===== config.mk =====
export PLATFORM = sky130hd
export DESIGN_NAME = modem_response_matcher
export DESIGN_NICKNAME = d
export VERILOG_FILES = /design/src/rtl/mrm_pkg.sv /design/src/rtl/modem_response_matcher.sv
export SDC_FILE = /design/constraint.sdc
export NUM_CORES = 1
export LEC_CHECK = 0
export BUFFER_PORTS_ARGS = -buffer_cell sky130_fd_sc_hd__buf_2
export CAP_MARGIN = 15
export CELL_PAD_IN_SITES_DETAIL_PLACEMENT = 1
export CELL_PAD_IN_SITES_GLOBAL_PLACEMENT = 2
export CORE_ASPECT_RATIO = 0.75
export CORE_MARGIN = 5
export CORE_UTILIZATION = 33
export DETAILED_ROUTE_END_ITERATION = 7
export HOLD_SLACK_MARGIN = 0.02
export PLACE_DENSITY = 0.79
export SLEW_MARGIN = 20
export SYNTH_ARGS = -nofsm -noshare
export SYNTH_HDL_FRONTEND = slang
export SYNTH_SLANG_ARGS = --single-unit

===== constraint.sdc =====
create_clock -name clk -period 7.1 [get_ports clk]
set_input_delay 1.42 -clock clk [delete_from_list [all_inputs] [get_ports clk]]
set_output_delay 1.42 -clock clk [all_outputs]
set_load 0.01 [all_outputs]

===== src/rtl/mrm_pkg.sv =====
// ----------------------------------------------------------------------------
// mrm_pkg
// Shared constants, register map and character tables for the modem
// response matcher.
// ----------------------------------------------------------------------------
`default_nettype none

package mrm_pkg;

  // largest response pattern the matcher compares
  localparam int unsigned MAX_PATTERN_CHARS = 16;

  localparam int unsigned POS_W   = 5;
  localparam int unsigned LEN_W   = 5;
  localparam int unsigned CHAR_W  = 8;
  localparam int unsigned DATA_W  = 64;
  localparam int unsigned ADDR_W  = 5;
  localparam int unsigned NOTIFY_LEN = 7;

  localparam logic [CHAR_W-1:0] CHAR_ZERO  = 8'h30;
  localparam logic [CHAR_W-1:0] CHAR_NINE  = 8'h39;
  localparam logic [CHAR_W-1:0] CHAR_COMMA = 8'h2C;
  localparam logic [CHAR_W-1:0] CHAR_NUL   = 8'h00;
  localparam logic [CHAR_W-1:0] CHAR_CR    = 8'h0D;
  localparam logic [CHAR_W-1:0] CHAR_LF    = 8'h0A;

  typedef enum logic [1:0] {
    REG_PATTERN_LOW    = 2'd0,
    REG_PATTERN_HIGH   = 2'd1,
    REG_PATTERN_LENGTH = 2'd2,
    REG_MSG_WAIT_MODE  = 2'd3
  } reg_idx_t;

  typedef enum logic {
    OP_BYTE = 1'b0,
    OP_ARM  = 1'b1
  } op_t;

  // "+CMTI: " notification header, positions past the end map to the first char
  function automatic logic [CHAR_W-1:0] notify_char(input logic [POS_W-1:0] pos);
    logic [CHAR_W-1:0] c;
    c = 8'h2B;
    case (pos)
      5'd0:    c = 8'h2B;
      5'd1:    c = 8'h43;
      5'd2:    c = 8'h4D;
      5'd3:    c = 8'h54;
      5'd4:    c = 8'h49;
      5'd5:    c = 8'h3A;
      5'd6:    c = 8'h20;
      default: c = 8'h2B;
    endcase
    return c;
  endfunction

endpackage

`default_nettype wire


===== src/rtl/modem_response_matcher.sv =====
// ----------------------------------------------------------------------------
// modem_response_matcher
// Streams received modem bytes against a configured response pattern or,
// in message-wait mode, against a new-message notification with index parse.
// ----------------------------------------------------------------------------
//
//  channel  | ports                                  | direction
//  ---------+----------------------------------------+----------
//  input    | in_valid, in_stall, in_op, in_rx_byte  | in
//  result   | out_valid, out_stall, out_done_res,    | out
//           | out_listening, out_index_valid,        |
//           | out_message_index                      |
//  config   | psel, penable, pwrite, paddr, pwdata,  | apb
//           | prdata, pready                         |
//
// The match state updates at acceptance and the result lands in the output
// register on the same edge, so one word per cycle is sustained while no
// result is held; out_valid rises in the cycle after acceptance.
// A stalled result holds the output register; in_stall is raised only while
// a held result is not being taken. Reset (rst_n, synchronous) disarms the
// matcher and clears all matching state and the output register.
// ----------------------------------------------------------------------------
`default_nettype none

module modem_response_matcher (
  input  wire logic                          clk,
  input  wire logic                          rst_n,
  // input channel
  input  wire logic                          in_valid,
  output logic                               in_stall,
  input  wire logic                          in_op,
  input  wire logic [7:0]                    in_rx_byte,
  // result channel
  output logic                               out_valid,
  input  wire logic                          out_stall,
  output logic                               out_done_res,
  output logic                               out_listening,
  output logic                               out_index_valid,
  output logic [7:0]                         out_message_index,
  // configuration
  input  wire logic                          psel,
  input  wire logic                          penable,
  input  wire logic                          pwrite,
  input  wire logic [mrm_pkg::ADDR_W-1:0]    paddr,
  input  wire logic [mrm_pkg::DATA_W-1:0]    pwdata,
  output logic      [mrm_pkg::DATA_W-1:0]    prdata,
  output logic                               pready
);

  import mrm_pkg::*;

  // configuration registers
  logic [DATA_W-1:0] pattern_low_r;
  logic [DATA_W-1:0] pattern_high_r;
  logic [LEN_W-1:0]  pattern_length_r;
  logic              msg_wait_mode_r;

  // matching state
  logic [POS_W-1:0]  match_pos_r,  match_pos_nxt;
  logic              armed_r,      armed_nxt;
  logic              await_eol_r,  await_eol_nxt;
  logic              comma_seen_r, comma_seen_nxt;
  logic [7:0]        index_acc_r,  index_acc_nxt;
  logic [7:0]        last_index_r, last_index_nxt;

  // output register
  logic              out_valid_r;
  logic              out_done_r,   out_done_nxt;
  logic              out_idx_vld_r, out_idx_vld_nxt;

  logic              in_accept;
  logic              cfg_wr;
  reg_idx_t          cfg_idx;

  logic [LEN_W-1:0]  user_len;
  logic [LEN_W-1:0]  active_len;
  logic [POS_W-1:0]  pos_eff;
  logic [POS_W-1:0]  pos_inc;
  logic [CHAR_W-1:0] char_at_pos;
  logic [CHAR_W-1:0] char_first;
  logic [2*DATA_W-1:0] pattern_all;
  logic [CHAR_W-1:0] user_char;
  logic              hit;
  logic [POS_W-1:0]  pos_new;
  logic [7:0]        digit_acc;
  logic              is_digit;

  assign pready = 1'b1;
  assign cfg_wr  = psel && penable && pwrite;
  assign cfg_idx = reg_idx_t'(paddr[ADDR_W-1:3]);

  always_comb begin
    case (cfg_idx)
      REG_PATTERN_LOW:    prdata = pattern_low_r;
      REG_PATTERN_HIGH:   prdata = pattern_high_r;
      REG_PATTERN_LENGTH: prdata = {{(DATA_W-LEN_W){1'b0}}, pattern_length_r};
      REG_MSG_WAIT_MODE:  prdata = {{(DATA_W-1){1'b0}}, msg_wait_mode_r};
      default:            prdata = '0;
    endcase
  end

  always_ff @(posedge clk) begin
    if (!rst_n) begin
      pattern_low_r    <= '0;
      pattern_high_r   <= '0;
      pattern_length_r <= LEN_W'(2);
      msg_wait_mode_r  <= 1'b0;
    end else if (cfg_wr) begin
      case (cfg_idx)
        REG_PATTERN_LOW:    pattern_low_r    <= pwdata;
        REG_PATTERN_HIGH:   pattern_high_r   <= pwdata;
        REG_PATTERN_LENGTH: pattern_length_r <= pwdata[LEN_W-1:0];
        REG_MSG_WAIT_MODE:  msg_wait_mode_r  <= pwdata[0];
        default: ;
      endcase
    end
  end

  // handshake
  assign in_stall  = out_valid_r && out_stall;
  assign in_accept = in_valid && !in_stall;

  // effective length: user length clamped to 1..MAX_PATTERN_CHARS, or the line-end or notify length
  always_comb begin
    if (pattern_length_r == '0) begin
      user_len = LEN_W'(1);
    end else if (pattern_length_r > LEN_W'(MAX_PATTERN_CHARS)) begin
      user_len = LEN_W'(MAX_PATTERN_CHARS);
    end else begin
      user_len = pattern_length_r;
    end
    if (await_eol_r) begin
      active_len = LEN_W'(2);
    end else if (msg_wait_mode_r) begin
      active_len = LEN_W'(NOTIFY_LEN);
    end else begin
      active_len = user_len;
    end
  end

  assign pattern_all = {pattern_high_r, pattern_low_r};
  // stale position after a length change restarts at the first char
  assign pos_eff   = (match_pos_r >= active_len) ? '0 : match_pos_r;
  assign user_char = pattern_all[{pos_eff[3:0], 3'b000} +: CHAR_W];
  assign pos_inc   = pos_eff + POS_W'(1);

  always_comb begin
    if (await_eol_r) begin
      char_at_pos = pos_eff[0] ? CHAR_LF : CHAR_CR;
      char_first  = CHAR_CR;
    end else if (msg_wait_mode_r) begin
      char_at_pos = notify_char(pos_eff);
      char_first  = notify_char('0);
    end else begin
      char_at_pos = user_char;
      char_first  = pattern_low_r[CHAR_W-1:0];
    end
  end

  assign is_digit  = (in_rx_byte >= CHAR_ZERO) && (in_rx_byte <= CHAR_NINE);
  // acc * 10 + digit, modulo 256
  assign digit_acc = {index_acc_r[4:0], 3'b000} + {index_acc_r[6:0], 1'b0}
                   + (in_rx_byte - CHAR_ZERO);

  always_comb begin
    match_pos_nxt   = match_pos_r;
    armed_nxt       = armed_r;
    await_eol_nxt   = await_eol_r;
    comma_seen_nxt  = comma_seen_r;
    index_acc_nxt   = index_acc_r;
    last_index_nxt  = last_index_r;
    out_done_nxt    = 1'b0;
    out_idx_vld_nxt = 1'b0;
    hit             = 1'b0;
    pos_new         = '0;

    if (op_t'(in_op) == OP_ARM) begin
      armed_nxt      = 1'b1;
      match_pos_nxt  = '0;
      await_eol_nxt  = 1'b0;
      comma_seen_nxt = 1'b0;
      index_acc_nxt  = '0;
    end else if (armed_r && (in_rx_byte != CHAR_NUL)) begin
      if (await_eol_r) begin
        if (comma_seen_r) begin
          if (is_digit) begin
            index_acc_nxt = digit_acc;
          end
        end else if (in_rx_byte == CHAR_COMMA) begin
          comma_seen_nxt = 1'b1;
        end
      end

      // simple fallback: on mismatch retry against the first char
      if (in_rx_byte == char_at_pos) begin
        pos_new = pos_inc;
        hit     = 1'b1;
      end else if (in_rx_byte == char_first) begin
        pos_new = POS_W'(1);
        hit     = 1'b1;
      end

      match_pos_nxt = pos_new;
      if (hit && (pos_new >= active_len)) begin
        match_pos_nxt = '0;
        if (await_eol_r) begin
          last_index_nxt  = index_acc_nxt;
          out_idx_vld_nxt = 1'b1;
          await_eol_nxt   = 1'b0;
          out_done_nxt    = 1'b1;
          armed_nxt       = 1'b0;
        end else if (msg_wait_mode_r) begin
          await_eol_nxt  = 1'b1;
          comma_seen_nxt = 1'b0;
          index_acc_nxt  = '0;
        end else begin
          out_done_nxt = 1'b1;
          armed_nxt    = 1'b0;
        end
      end
    end
  end

  always_ff @(posedge clk) begin
    if (!rst_n) begin
      match_pos_r   <= '0;
      armed_r       <= 1'b0;
      await_eol_r   <= 1'b0;
      comma_seen_r  <= 1'b0;
      index_acc_r   <= '0;
      last_index_r  <= '0;
      out_valid_r   <= 1'b0;
      out_done_r    <= 1'b0;
      out_idx_vld_r <= 1'b0;
    end else begin
      if (in_accept) begin
        match_pos_r   <= match_pos_nxt;
        armed_r       <= armed_nxt;
        await_eol_r   <= await_eol_nxt;
        comma_seen_r  <= comma_seen_nxt;
        index_acc_r   <= index_acc_nxt;
        last_index_r  <= last_index_nxt;
        out_valid_r   <= 1'b1;
        out_done_r    <= out_done_nxt;
        out_idx_vld_r <= out_idx_vld_nxt;
      end else if (!out_stall) begin
        out_valid_r <= 1'b0;
      end
    end
  end

  // listening and index follow the state that the last accepted word left
  assign out_valid         = out_valid_r;
  assign out_done_res      = out_done_r;
  assign out_listening     = armed_r;
  assign out_index_valid   = out_idx_vld_r;
  assign out_message_index = last_index_r;

endmodule

`default_nettype wire


==> qor.yml <==
setup_viol: 0
ant_nets: 0
worstReg2RegStart: "await_eol_r"
worst_pin_slew_ps: 955
hold_violations: 0
status: "finished clean"
overflow: 0
cellLeakagePower_nw: 4.54
stdcell_count: 1816
cts_tree: "yes"
crit_arrival_ps: 7070
portBuffers: 158
synth_edf_count: 0
path_class: "register to register"
hold_start: "out_index_valid"
place_inst: 1783
required_ps: 7480
dieWidth_um: 210
reg2reg_slack_ps: 410
wire_per_inst_um: 22.0
hold_path_end: "out_index_valid"
firstDrtPassIters: 5
fillers: 3738
slew_headroom_pct: 36.0
slew_viol_final: 0
synth_top_area_share_pct: 32.4
vias: 9906
diodes: 0
gp_congestion: 0.925
max_freq_mhz: 149
synthTopCellsByArea: "dfxtp_1 (32%), nand2_1 (12%), mux2i_1 (9.7%)"
area_delta_synth_final_pct: 16.6
grt_antenna_before_repair: 0
cts_buffers: 17
cts_num_sinks: 161
cts-root-buf: "clkbuf_16"
die_h_um: 160
drtIter0Drc: 800
hold_ws_ps: 454
p_int_mw: 1.50
netlist_instances: 1301
clkTransAtPathRegs_ps: 70
ir_worst_vdd_v: 0.000148
design_area_um2: 11600
grt_pass1_vias: 9890
r2r_cells: 30
layout_common_cells: "nand2_1 (326), a21oi_1 (173), dfxtp_1 (158), buf_2 (157), nor2_1 (102)"
async_reset_ff_share_pct: 0
fin_tns_setup_ps: 0
htree_levels: 4
pwr-share-clk_pct: 47.0
synth-seq-area-share_pct: 32.4
place_ws_ps: 257
combinationalPowerShare_pct: 8.3
wirelength_um: 39900
start_kind: "register"
synth_top_flop_cell: "dfxtp_1"
syn_nets: 1416
track_usage_pct: 23.3
io_pins: 163
fin_crit_ps: 6690
dieArea_um2: 33700
initial_core_util_pct: 33.2
p_sw_mw: 0.569
crit_slowest_cell: "or3b_4"
cts_hold_buf: 0
layout_setup_ws_ps: 411
clk_path_buf_depth: 2
critPathMaxStageDelay_ps: 450
p_per_area_nw_per_um2: 179
yosys_warnings: 0
synth_cell_types: 86
yosys.area.top_type: "dfxtp_1"
whs_path_depth: 2
cap_violations: 0
grt_pass1_wl_um: 61300
fp-row-count: 55
sequentialPowerShare_pct: 44.7
syn-cell-area_um2: 9940
timing.final.crit_share_pct: 94.2
nNetsFinal: 1519
r2r_end: "out_message_index[4]"
netSwitchingFraction_pct: 27.5
hold_class: "register to register"
clk_latency_ps: 450
grt_max_degree: 73
crit_fanout: 9
final_common_cell: "nand2_1"
drive_gt1_share_pct: 19.4
ys_seq_elements: 161
drc: 0
syn_avg_cell_area_um2: 7.64
viasPerCell: 5.45
crit_path_end_kind: "register"
placedInstanceArea_um2: 11000
core_area_um2: 29900
final.setup_skew_ps: 11.3
crit_top_cell: "a21oi_1"
hpwl_um: 29000
## area by class of cell
class / instances / area (um2) / area share (%)
multi-input cells: 1016 / 6170 / 53.3
well taps: 399 / 499 / 4.31
clock buffers: 17 / 425 / 3.67
inverters: 25 / 96.3 / 0.832
flip-flops and latches: 161 / 3230 / 27.9
repair buffers: 183 / 993 / 8.58
clock inverters: 15 / 173 / 1.49
## Yosys cell counts, types with 11 or more instances
master	number
mux4_2	11
mux2i_1	96
a21oi_1	173
ha_1	25
nand4_1	11
o21ai_0	34
nor2_1	102
nand3_1	23
nand2_1	326
inv_1	22
nor3_1	19
clkbuf_1	70
dfxtp_1	161
## worst max path at each step
stage	from	end
2_1_floorplan	msg_wait_mode_r	out_message_index[0]
3_3_place_gp	await_eol_r	out_message_index[4]
3_5_place_dp	await_eol_r	out_message_index[4]
4_1_cts	await_eol_r	out_message_index[4]
5_1_grt	await_eol_r	out_message_index[4]
6_report	await_eol_r	out_message_index[4]
## registers in the layout (all words and copies together), names as in the netlist, 5 cells and up
| name | flops |
|---|---|
| pattern_high_r | 64 |
| pattern_low_r | 64 |
| index_acc_r | 8 |
| out_message_index | 8 |
| match_pos_r | 5 |
| pattern_length_r | 5 |
## critical path: cells and delay by family (launching register included)
kind	cells	cell delay, ps
adders and majority gates	3	870
DFF	1	410
buffers and inverters	2	310
and+or+nand+nor	12	2610
AOI/OAI and AO/OA	12	2230
muxes	1	190
## kinds of logic after synthesis
logic type	Yosys count	share of synthesized area, %
other	1	0.0377
multiplexers	115	13.2
buffers and inverters	124	5.72
flip-flops	161	32.4
AO/OA/AOI/OAI	307	19.1
adder cells (fa/ha/maj)	30	4.16
AND/OR/NAND/NOR	546	23.8
XOR/XNOR	17	1.57
## metrics by stage
| step | total power, mW | util (%) |
|---|---|---|
| finish | 2.07 | 38.7 |
| global route | 2.14 | 38.7 |
| CTS | 2.09 | 38.6 |
| detailed placement | 1.12 | 36.6 |
| global placement | 1.11 | 36.6 |
| floorplan | 1.04 | - |
## power by group through the flow
stage	Combinational [mW]	Sequential (mW)	Clock, mW
finish	0.173	0.924	0.973
detailed placement	0.172	0.945	0
floorplan	0.100	0.940	0
CTS	0.172	0.924	0.992
global route	0.188	0.925	1.02
global placement	0.170	0.944	0
## what timing repair did
| item | CTS | global route |
|---|---|---|
| setup buffers | 0 | 1 |
| hold endpoints to repair | 0 | 0 |
| setup endpoints to repair | 0 | 13 |
| resized for setup | 0 | 3 |
## routing by layer
layer / wire length [um] / GRT usage (%) / share of wire [%]
met5: 0 / 0 / 0
met4: 394 / 4.42 / 0.99
met3: 2470 / 4.58 / 6.2
met2: 17000 / 34.0 / 43
met1: 20000 / 35.6 / 50
(Power assumes the default switching activity.)
